## config.mk

```make
export PLATFORM = sky130hd
export DESIGN_NAME = axis_auto_range_scaler
export DESIGN_NICKNAME = d
export VERILOG_FILES = /design/src/rtl/axars_pkg.sv /design/src/rtl/axis_auto_range_scaler.sv
export VERILOG_INCLUDE_DIRS = /design/src /design/src/rtl
export SDC_FILE = /design/constraint.sdc
export NUM_CORES = 2
export LEC_CHECK = 0
export ABC_CLOCK_PERIOD_IN_PS = 13910
export BUFFER_PORTS_ARGS = -buffer_cell sky130_fd_sc_hd__buf_2
export CAP_MARGIN = 30
export CORE_ASPECT_RATIO = 1.75
export CORE_MARGIN = 1
export CORE_UTILIZATION = 45
export DETAILED_ROUTE_END_ITERATION = 10
export SYNTH_ARGS = -nofsm -noshare
export SYNTH_HDL_FRONTEND = slang
export SYNTH_SLANG_ARGS = --single-unit
```

## constraint.sdc

```tcl
create_clock -name clock -period 13.91 [get_ports clock]
set_input_delay 2.782 -clock clock [delete_from_list [all_inputs] [get_ports clock]]
set_output_delay 2.782 -clock clock [all_outputs]
set_load 0.01 [all_outputs]
```

## src/rtl/axis_auto_range_scaler_assert.svh

```systemverilog
// ----------------------------------------------------------------------------
// axis_auto_range_scaler_assert.svh
// assertion macros shared by the auto range scaler rtl
// ----------------------------------------------------------------------------
`ifndef AXIS_AUTO_RANGE_SCALER_ASSERT_SVH
`define AXIS_AUTO_RANGE_SCALER_ASSERT_SVH

`ifndef NO_ASSERTIONS

// antecedent implies consequent in the same cycle
`define ARS_ASSERT_IMPLIES(label, clk, rst, ante, cons) \
   label: assert property (@(posedge clk) disable iff (rst) (ante) |-> (cons)) \
      else $error("assertion failed");

// antecedent implies consequent in the next cycle
`define ARS_ASSERT_NEXT(label, clk, rst, ante, cons) \
   label: assert property (@(posedge clk) disable iff (rst) (ante) |=> (cons)) \
      else $error("assertion failed");

`else

`define ARS_ASSERT_IMPLIES(label, clk, rst, ante, cons)
`define ARS_ASSERT_NEXT(label, clk, rst, ante, cons)

`endif

`endif

```

## src/rtl/axars_pkg.sv

```systemverilog
// ----------------------------------------------------------------------------
// axars_pkg
// types and constants of the auto range scaler
// ----------------------------------------------------------------------------
package axars_pkg;

   localparam int SAMPLE_W = 24;
   localparam int POS_W    = 8;
   localparam int DEVP_W   = 3;

   localparam logic [SAMPLE_W-1:0] DEAD_LOW    = 24'h100000;
   localparam logic [SAMPLE_W-1:0] DEAD_HIGH   = 24'hF00000;
   localparam logic [SAMPLE_W-1:0] SAMPLE_MASK = 24'hFFFFFF;

   localparam logic [POS_W-1:0] POS_MIN     = 8'd0;
   localparam logic [POS_W-1:0] POS_MAX     = 8'd255;
   localparam logic [POS_W-1:0] POS_INVALID = 8'd128;

   // axes whose reading runs the other way
   localparam logic [2:0] AXIS_INV_A = 3'd1;
   localparam logic [2:0] AXIS_INV_B = 3'd5;

   typedef enum logic [2:0] {
      ST_IDLE,
      ST_EVAL,
      ST_MUL,
      ST_DIV,
      ST_FINISH
   } state_type;

endpackage

```

## src/rtl/axis_auto_range_scaler.sv

```systemverilog
// An invalid item goes from accept to FINISH; a valid item passes EVAL, then FINISH
// if a bound moves, else MUL, DIV steps and FINISH, which waits for a free result
// register. One item at a time; restoring division gives one quotient bit per cycle.
// Reset: synchronous; bounds read as the dead-space limits through per-entry valid
// bits (no clearing pass), devices_present returns to 0.
// ----------------------------------------------------------------------------
// axis_auto_range_scaler
// self-calibrating min/max range normalization of analog axis samples to 0..255
// ----------------------------------------------------------------------------
`include "axis_auto_range_scaler_assert.svh"

module axis_auto_range_scaler #(
   parameter int DEVICES = 4,
   parameter int AXES    = 6
) (
   input  logic                              clock,
   input  logic                              reset,
   // configuration
   input  logic                              csr_valid,
   output logic                              csr_ready,
   input  logic [axars_pkg::DEVP_W-1:0]      csr_devices_present,
   // input items
   input  logic                              req_valid,
   output logic                              req_ready,
   input  logic [1:0]                        req_device,
   input  logic [2:0]                        req_axis,
   input  logic                              req_axis_mapped,
   input  logic [31:0]                       req_raw_sample,
   // result items
   output logic                              rsp_valid,
   input  logic                              rsp_ready,
   output logic [axars_pkg::POS_W-1:0]       rsp_position,
   output logic                              rsp_bound_moved
);
   import axars_pkg::*;

   localparam int DEPTH  = DEVICES * AXES;
   localparam int SLOT_W = (DEPTH > 1) ? $clog2(DEPTH) : 1;
   localparam int CNT_W  = $clog2(POS_W);
   localparam logic [CNT_W-1:0] CNT_LAST = CNT_W'(POS_W - 1);

   state_type state_ff, state_in;

   logic [DEVP_W-1:0]   devp_ff, devp_in;
   logic [SAMPLE_W-1:0] sample_ff, sample_in;
   logic [SLOT_W-1:0]   slot_ff, slot_in;
   logic [SAMPLE_W-1:0] diff_ff, diff_in;
   logic [SAMPLE_W-1:0] span_ff, span_in;
   logic [SAMPLE_W-1:0] rem_ff, rem_in;
   logic [POS_W-1:0]    nlow_ff, nlow_in;
   logic [POS_W-1:0]    res_pos_ff, res_pos_in;
   logic                res_moved_ff, res_moved_in;
   logic [CNT_W-1:0]    cnt_ff, cnt_in;
   logic                rsp_valid_ff, rsp_valid_in;
   logic [POS_W-1:0]    rsp_pos_ff, rsp_pos_in;
   logic                rsp_moved_ff, rsp_moved_in;

   // bound storage with per-entry written flags
   logic [SAMPLE_W-1:0] low_mem  [DEPTH];
   logic [SAMPLE_W-1:0] high_mem [DEPTH];
   logic [DEPTH-1:0]    lo_ok_vec_ff;
   logic [DEPTH-1:0]    hi_ok_vec_ff;
   logic [SAMPLE_W-1:0] lo_rd_ff, hi_rd_ff;
   logic                lo_ok_ff, hi_ok_ff;

   logic                accept;
   logic                item_ok;
   logic [SLOT_W-1:0]   req_slot;
   logic                invert;
   logic [SAMPLE_W-1:0] lo_cur, hi_cur;
   logic                below, above;
   logic [SAMPLE_W-1:0] span_raw;
   logic [31:0]         prod;
   logic [SAMPLE_W:0]   trial, trial_sub;
   logic                trial_ge;
   logic                lo_we, hi_we;
   logic [SAMPLE_W-1:0] mem_wdata;
   logic                out_free;

   assign csr_ready       = 1'b1;
   assign req_ready       = (state_ff == ST_IDLE);
   assign accept          = req_valid && req_ready;
   assign rsp_valid       = rsp_valid_ff;
   assign rsp_position    = rsp_pos_ff;
   assign rsp_bound_moved = rsp_moved_ff;

   // input decode
   assign item_ok = ({1'b0, req_device} < devp_ff)
                 && (32'(req_device) < DEVICES)
                 && (32'(req_axis) < AXES)
                 && req_axis_mapped;
   assign req_slot = SLOT_W'(32'(req_device) * AXES + 32'(req_axis));
   assign invert   = (req_axis == AXIS_INV_A) || (req_axis == AXIS_INV_B);

   // bounds of the current slot
   assign lo_cur   = lo_ok_ff ? lo_rd_ff : DEAD_LOW;
   assign hi_cur   = hi_ok_ff ? hi_rd_ff : DEAD_HIGH;
   assign below    = sample_ff < lo_cur;
   assign above    = sample_ff > hi_cur;
   assign span_raw = hi_cur - lo_cur;

   // times 255 as a shift and subtract
   assign prod = {diff_ff, 8'd0} - {8'd0, diff_ff};

   // one restoring division step
   assign trial     = {rem_ff, nlow_ff[POS_W-1]};
   assign trial_ge  = trial >= {1'b0, span_ff};
   assign trial_sub = trial - {1'b0, span_ff};

   assign out_free = !rsp_valid_ff || rsp_ready;

   // next state and datapath
   always_comb begin
      state_in     = state_ff;
      devp_in      = devp_ff;
      sample_in    = sample_ff;
      slot_in      = slot_ff;
      diff_in      = diff_ff;
      span_in      = span_ff;
      rem_in       = rem_ff;
      nlow_in      = nlow_ff;
      res_pos_in   = res_pos_ff;
      res_moved_in = res_moved_ff;
      cnt_in       = cnt_ff;
      rsp_valid_in = rsp_valid_ff;
      rsp_pos_in   = rsp_pos_ff;
      rsp_moved_in = rsp_moved_ff;
      lo_we        = 1'b0;
      hi_we        = 1'b0;
      mem_wdata    = sample_ff;

      if (csr_valid && csr_ready) begin
         devp_in = csr_devices_present;
      end

      // output register drains
      if (rsp_ready) begin
         rsp_valid_in = 1'b0;
      end

      unique case (state_ff)
         ST_IDLE: begin
            if (accept) begin
               sample_in    = req_raw_sample[31:8] ^ (invert ? SAMPLE_MASK : '0);
               slot_in      = req_slot;
               res_pos_in   = POS_INVALID;
               res_moved_in = 1'b0;
               state_in     = item_ok ? ST_EVAL : ST_FINISH;
            end
         end
         ST_EVAL: begin
            diff_in = sample_ff - lo_cur;
            span_in = (span_raw == '0) ? SAMPLE_W'(1) : span_raw;
            if (below) begin
               lo_we        = 1'b1;
               mem_wdata    = (sample_ff <= DEAD_LOW) ? DEAD_LOW : sample_ff;
               res_pos_in   = POS_MIN;
               res_moved_in = 1'b1;
               state_in     = ST_FINISH;
            end else if (above) begin
               hi_we        = 1'b1;
               mem_wdata    = (sample_ff >= DEAD_HIGH) ? DEAD_HIGH : sample_ff;
               res_pos_in   = POS_MAX;
               res_moved_in = 1'b1;
               state_in     = ST_FINISH;
            end else begin
               state_in = ST_MUL;
            end
         end
         ST_MUL: begin
            rem_in     = prod[31:8];
            nlow_in    = prod[7:0];
            res_pos_in = '0;
            cnt_in     = '0;
            state_in   = ST_DIV;
         end
         ST_DIV: begin
            rem_in     = trial_ge ? trial_sub[SAMPLE_W-1:0] : trial[SAMPLE_W-1:0];
            nlow_in    = {nlow_ff[POS_W-2:0], 1'b0};
            res_pos_in = {res_pos_ff[POS_W-2:0], trial_ge};
            cnt_in     = cnt_ff + CNT_W'(1);
            if (cnt_ff == CNT_LAST) begin
               state_in = ST_FINISH;
            end
         end
         ST_FINISH: begin
            if (out_free) begin
               rsp_valid_in = 1'b1;
               rsp_pos_in   = res_pos_ff;
               rsp_moved_in = res_moved_ff;
               state_in     = ST_IDLE;
            end
         end
         default: begin
            state_in = ST_IDLE;
         end
      endcase
   end

   // state register
   always_ff @(posedge clock) begin
      if (reset) begin
         state_ff     <= ST_IDLE;
         devp_ff      <= '0;
         rsp_valid_ff <= 1'b0;
      end else begin
         state_ff     <= state_in;
         devp_ff      <= devp_in;
         rsp_valid_ff <= rsp_valid_in;
      end
   end

   // payload registers
   always_ff @(posedge clock) begin
      sample_ff    <= sample_in;
      slot_ff      <= slot_in;
      diff_ff      <= diff_in;
      span_ff      <= span_in;
      rem_ff       <= rem_in;
      nlow_ff      <= nlow_in;
      res_pos_ff   <= res_pos_in;
      res_moved_ff <= res_moved_in;
      cnt_ff       <= cnt_in;
      rsp_pos_ff   <= rsp_pos_in;
      rsp_moved_ff <= rsp_moved_in;
   end

   // bound memories, read on accept and written from evaluation
   always_ff @(posedge clock) begin
      if (lo_we) begin
         low_mem[slot_ff] <= mem_wdata;
      end
      if (hi_we) begin
         high_mem[slot_ff] <= mem_wdata;
      end
      if (accept && item_ok) begin
         lo_rd_ff <= low_mem[req_slot];
         hi_rd_ff <= high_mem[req_slot];
         lo_ok_ff <= lo_ok_vec_ff[req_slot];
         hi_ok_ff <= hi_ok_vec_ff[req_slot];
      end
   end

   // written flags
   always_ff @(posedge clock) begin
      if (reset) begin
         lo_ok_vec_ff <= '0;
         hi_ok_vec_ff <= '0;
      end else begin
         if (lo_we) begin
            lo_ok_vec_ff[slot_ff] <= 1'b1;
         end
         if (hi_we) begin
            hi_ok_vec_ff[slot_ff] <= 1'b1;
         end
      end
   end

   // checks
   `ARS_ASSERT_IMPLIES(a_rem_below_span, clock, reset, state_ff == ST_DIV, rem_ff < span_ff)
   `ARS_ASSERT_IMPLIES(a_div_length, clock, reset, state_ff == ST_MUL, ##9 state_ff == ST_FINISH)
   `ARS_ASSERT_IMPLIES(a_moved_extreme, clock, reset, rsp_valid_ff && rsp_moved_ff, rsp_pos_ff == POS_MIN || rsp_pos_ff == POS_MAX)
   `ARS_ASSERT_NEXT(a_accept_busy, clock, reset, accept, state_ff != ST_IDLE)

endmodule
```

### Word level (Yosys, flattened, before mapping)

Memory sizes are Yosys's and may differ from the RTL's. A register that Yosys moved wholly into a read port is not among the register bits.
Index checks and enable logic that the tools add are counted.

| word-level totals | value |
|---|---|
| bits in registers | 187 |
| bits in writable memories | 1152 |
| bits of input ports | 46 |
| word-level logic and storage cells | 114 |
| memories kept | 2 |

| operators by class | value |
|---|---|
| add/sub/neg operators | 6 |
| multipliers | 1 |
| order comparisons | 10 |
| eq/ne operators | 11 |
| muxes and demuxes | 45 |
| bitwise logic cells | 3 |
| reductions and logical operators | 18 |

Memory list:

| name | words | bits a word | rd ports | clocked after memory_dff | wr ports | line | text |
|---|---|---|---|---|---|---|---|
| high_mem | 24 | 24 | 1 | 1 | 1 | axis_auto_range_scaler.sv:60 | `logic [SAMPLE_W-1:0] high_mem [DEPTH];` |
| low_mem | 24 | 24 | 1 | 1 | 1 | axis_auto_range_scaler.sv:59 | `logic [SAMPLE_W-1:0] low_mem [DEPTH];` |

Operators by type and width:

| operator | number |
|---|---|
| 24-bit two-way mux | 9 |
| 24-bit subtractor | 3 |
| 24-bit OR | 2 |
| 24-bit one-hot mux with 2 select lines | 1 |
| 8-bit one-hot mux with 4 select lines | 1 |
| 32-bit by 24-bit subtractor with 32-bit output | 1 |
| 25-bit by 24-bit >= comparator with 1-bit output | 1 |
| 24-bit >= comparator (second input constant) | 1 |
| 24-bit greater-than comparator | 1 |
| 24-bit by 21-bit <= comparator with 1-bit output (second input constant) | 1 |
| 24-bit logical NOT | 1 |
| 24-bit less-than comparator | 1 |
| 8-bit two-way mux | 3 |
| 24-bit bitwise XOR | 1 |
| 1-bit two-way mux | 18 |
| 3-bit two-way mux | 6 |
| 8-bit one-hot mux with 2 select lines | 1 |
| 3-bit one-hot mux with 5 select lines | 1 |
| 5-bit by 6-bit less-than comparator with 1-bit output (second input constant) | 2 |
| 1-bit binary-select mux with 5-bit select | 2 |
| 3-bit equality test (second input constant) | 3 |
| 3-bit AND reduction | 3 |
| 3-bit by 1-bit equality test with 1-bit output (second input constant) | 2 |
| 3-bit by 2-bit equality test with 1-bit output (second input constant) | 2 |
| other kinds (19) | 27 |

### Longest topological paths before layout

| logic depth | value |
|---|---|
| word-level depth | 7 |
| mapped depth | 18 |
| depth with buffers taken out | 14 |

### Worst setup path after synthesis

Ideal clock, no wire load.

| timing | value |
|---|---|
| kind | input to register |
| start | input port req_valid |
| end | register hi_ok_ff, enable pin |
| data arrival time | 5873 ps |
| data required time | 13447 ps |
| slack | 7573 ps |
| stages | 2 |
| buffers on the path | 0 |
| cell sequence | and2_1 nor2b_1 |

| between the ends | value |
|---|---|
| word-level cells in the longest chain between the ends | 2 |

Ends and longest elaborated chain:

| element | line | text |
|---|---|---|
| from (decl) | axis_auto_range_scaler.sv:23 | `input logic req_valid,` |
| 1-bit logical AND | axis_auto_range_scaler.sv:82 | `assign accept = req_valid && req_ready;` |
| 1-bit logical AND | axis_auto_range_scaler.sv:236 | `if (accept && item_ok) begin` |
| to (signal assigned) | axis_auto_range_scaler.sv:240 | `hi_ok_ff <= hi_ok_vec_ff[req_slot];` |
| to (decl) | axis_auto_range_scaler.sv:64 | `logic lo_ok_ff, hi_ok_ff;` |

No other way between the ends.
A chain may end at the register's enable or synchronous reset.

### Worst setup path after layout

| timing | value |
|---|---|
| start | register lo_ok_ff |
| end | memory high_mem[15][18], data pin |

| between the ends | value |
|---|---|
| word-level cells in the longest chain between the ends | 4 |

Ends and longest elaborated chain:

| element | line | text |
|---|---|---|
| from (decl) | axis_auto_range_scaler.sv:64 |  |
| from (signal assigned) | axis_auto_range_scaler.sv:239 | `lo_ok_ff <= lo_ok_vec_ff[req_slot];` |
| 24-bit two-way mux | axis_auto_range_scaler.sv:96 | `assign lo_cur = lo_ok_ff ? lo_rd_ff : DEAD_LOW;` |
| 24-bit less-than comparator | axis_auto_range_scaler.sv:98 | `assign below = sample_ff < lo_cur;` |
| 24-bit two-way mux | axis_auto_range_scaler.sv:154 | `if (below) begin` |
| 24-bit two-way mux | axis_auto_range_scaler.sv:141 | `unique case (state_ff)` |
| net mem_wdata[18] | axis_auto_range_scaler.sv:77 | `logic [SAMPLE_W-1:0] mem_wdata;` |
| to (decl) | axis_auto_range_scaler.sv:60 |  |

The timed path passes the listed nets, and every way through them passes these cells.

==> impl_metrics.env <==
export IMPL_post_cts_buffers=0
export IMPL_hp_class="flip-flop to flip-flop"
export IMPL_p_leak_nw=21.77
export IMPL_grt_max_degree=136
export IMPL_synth_nets=3369
export IMPL_cts_clk_slew_worst_paths_ns=0.07
export IMPL_cts_buffers=118
export IMPL_final_util_pct=51.10
export IMPL_crit_fanout=39
export IMPL_synth_edf_count=1332
export IMPL_avgSynthCellArea_um2=18.15
export IMPL_post_route_period_util_pct=45.31
export IMPL_ys_top_cells_by_area="edfxtp_1 (69%), mux4_2 (14%), ha_1 (2.5%), dfxtp_1 (1.9%), nand2_1 (1.1%)"
export IMPL_final_max_slew_viol_count=0
export IMPL_cts_root_buf="clkbuf_16"
export IMPL_area_delta_synth_final_pct=12.68
export IMPL_synth_common_cells="edfxtp_1 (1,332), mux4_2 (350), nand2_1 (173), nor2_1 (133), clkbuf_1 (124)"
export IMPL_fp_row_count=174
export IMPL_stdcell_area_um2=65520
export IMPL_ys_types=71
export IMPL_seq_area_frac_synth_pct=70.68
export IMPL_ant_nets=0
export IMPL_end_kind="flip-flop"
export IMPL_final_fill_count=10180
export IMPL_ys_ff_latch=1387
export IMPL_yosysWarnings=0
export IMPL_clk_latency_ns=0.74
export IMPL_power_density_nw_per_um2=134.9
export IMPL_rrSetupSlack_ns=7.61
export IMPL_timing_max_cap_violations=0
export IMPL_async_reset_ff_share_pct=0
export IMPL_clockBufferDepth=3
export IMPL_crit_required_ns=14.35
export IMPL_critical_path_class="flip-flop to flip-flop"
export IMPL_hold_viol_final=0
export IMPL_fin_cells=5101
export IMPL_start_util_pct=45.35
export IMPL_dieWidth_um=273.7
export IMPL_overflow=0
export IMPL_die_h_um=477.5
export IMPL_tightest_slew_ns=1.101
export IMPL_place_congestion=0.9334
export IMPL_startpoint="lo_ok_ff"
export IMPL_crit_arrival_ns=6.74
export IMPL_worst_clock_skew_ns=0.02848
export IMPL_grt_use_total_pct=22.48
export IMPL_synth_most_common_cell="edfxtp_1"
export IMPL_start_kind="flip-flop"
export IMPL_vias=30230
export IMPL_dpl_instance_area_um2=61500
export IMPL_dp_hpwl_um=88560
export IMPL_routed_wl_um=144800
export IMPL_drt_initial_drc_count=2322
export IMPL_synth_top_cell_area_share_pct=68.79
export IMPL_dp_cells=4874
export IMPL_tns_ns=0
export IMPL_h_tree_depth=3
export IMPL_grt_pass1_wl_um=212300
export IMPL_numPortBuffers=48
export IMPL_dieArea_um2=130700
export IMPL_nets=3495
export IMPL_fin_crit_ns=6.303
export IMPL_setup_viol=0
export IMPL_place_ws_ns=6.891
export IMPL_drc=0
export IMPL_yosysTopAreaCell="edfxtp_1"
export IMPL_drt_pass1_iterations=7
export IMPL_maxSlewHeadroom_pct=26.58
export IMPL_final_layout_size_suffix_gt1_share_pct=23.45
export IMPL_total_power_mw=8.840
export IMPL_postLayoutSetupSlackWorst_ns=7.607
export IMPL_netlist_area_um2=58150
export IMPL_ioPinCount=58
export IMPL_cts_sinks=1387
export IMPL_synthFlopType="edfxtp_1"
export IMPL_max_freq_ghz=0.1587
export IMPL_outcome="finished clean"
export IMPL_synthCells=3203
export IMPL_rsz0062_at_grt="false"
export IMPL_hp_start="res_moved_ff"
export IMPL_holdBufCountCts=0
export IMPL_worstReg2RegStart="lo_ok_ff"
export IMPL_grt_pass1_vias=31810
export IMPL_cts_tree="yes"
export IMPL_core_um2=128200
export IMPL_cts_resized=0
export IMPL_wl_per_cell_um=28.38
export IMPL_routed_via_density=5.926
export IMPL_antenna_found_initial=1
export IMPL_fin_hold_ws_ns=0.4192
export IMPL_max_vdd_ir_drop_v=0.0001125
[placed cells by master (no fill, tap or decap), drive strengths merged, types with 54 or more instances in the layout]
cell,Yosys,routed
mux2i,59,59
clkbuf,124,140
dfxtp,55,55
ha,116,116
edfxtp,1332,1332
mux4,350,350
xnor2,75,75
inv,100,106
o21ai,99,99
clkinv,0,54
buf,28,158
nor2,133,133
a21oi,114,114
nand2,174,174
[layout make-up]
cell class,instances,area [µm²],share of cell area [%]
diodes,1,2.502,0.003819
clock buffers,140,3067,4.680
clock inverters,79,767.0,1.171
inverters,100,376.6,0.5748
multi-input cells,1564,16570,25.30
flip-flops and latches,1387,41100,62.72
well taps,1672,2092,3.193
repair buffers,158,1545,2.358
[layer usage]
layer	vias to the layer above	GRT usage, %	wire length [µm]
met3	271	2.674	6577
met2	896	41.48	79140
met5	-	0	0
li1	13090	-	-
met1	15980	25.54	51980
met4	0	10.51	7069
[final timing paths]
path | depth (start not counted) | end
worst max-delay path | 18 | high_mem[15][18]
worst min-delay path | 0 | rsp_bound_moved
worst max register to register | 18 | high_mem[15][18]
worst min register to register | 0 | rsp_bound_moved
[cells by family after synthesis]
family | Yosys count | share of synthesized area, %
muxes | 409 | 14.57
adders and majority gates | 121 | 2.651
and+or+nand+nor | 510 | 4.125
other | 1 | 0.006449
AOI/OAI and AO/OA | 414 | 4.635
DFF | 1387 | 70.68
buffers and inverters | 252 | 1.659
xor gates and xnor gates | 109 | 1.674
[state kept, by name, indices dropped and copies added (netlist names), 3 cells and up]
register,cells
diff_ff,24
hi_rd_ff,24
slot_ff,5
sample_ff,24
lo_ok_vec_ff,24
devp_ff,3
span_ff,24
cnt_ff,3
lo_rd_ff,24
state_ff,3
hi_ok_vec_ff,24
low_mem,576
rem_ff,24
rsp_position,8
res_pos_ff,8
high_mem,576
nlow_ff,8
[report_power, final]
| part | switching, mW | internal, mW |
|---|---|---|
| logic | 0.505 | 0.334 |
| registers | 0.0258 | 4.66 |
| clock network | 1.50 | 1.82 |
| total | 2.03 | 6.81 |
[worst max-delay path, cell delays in order (launching register included)]
cell and delay [ns]:
edfxtp_1 0.34, buf_4 0.29, and2_1 0.25, ha_1 0.19, inv_1 0.06, fa_1 0.42
a21o_1 0.20, a21o_1 0.21, maj3_1 0.41, o211ai_1 0.36, a31oi_1 0.28, a22o_1 0.33
a221oi_4 0.26, buf_4 0.52, nand3_1 0.24, a21boi_4 0.61, buf_4 0.47, nor2b_4 0.22
buf_16 0.21
Note: power is estimated with default switching activity, not from simulation.
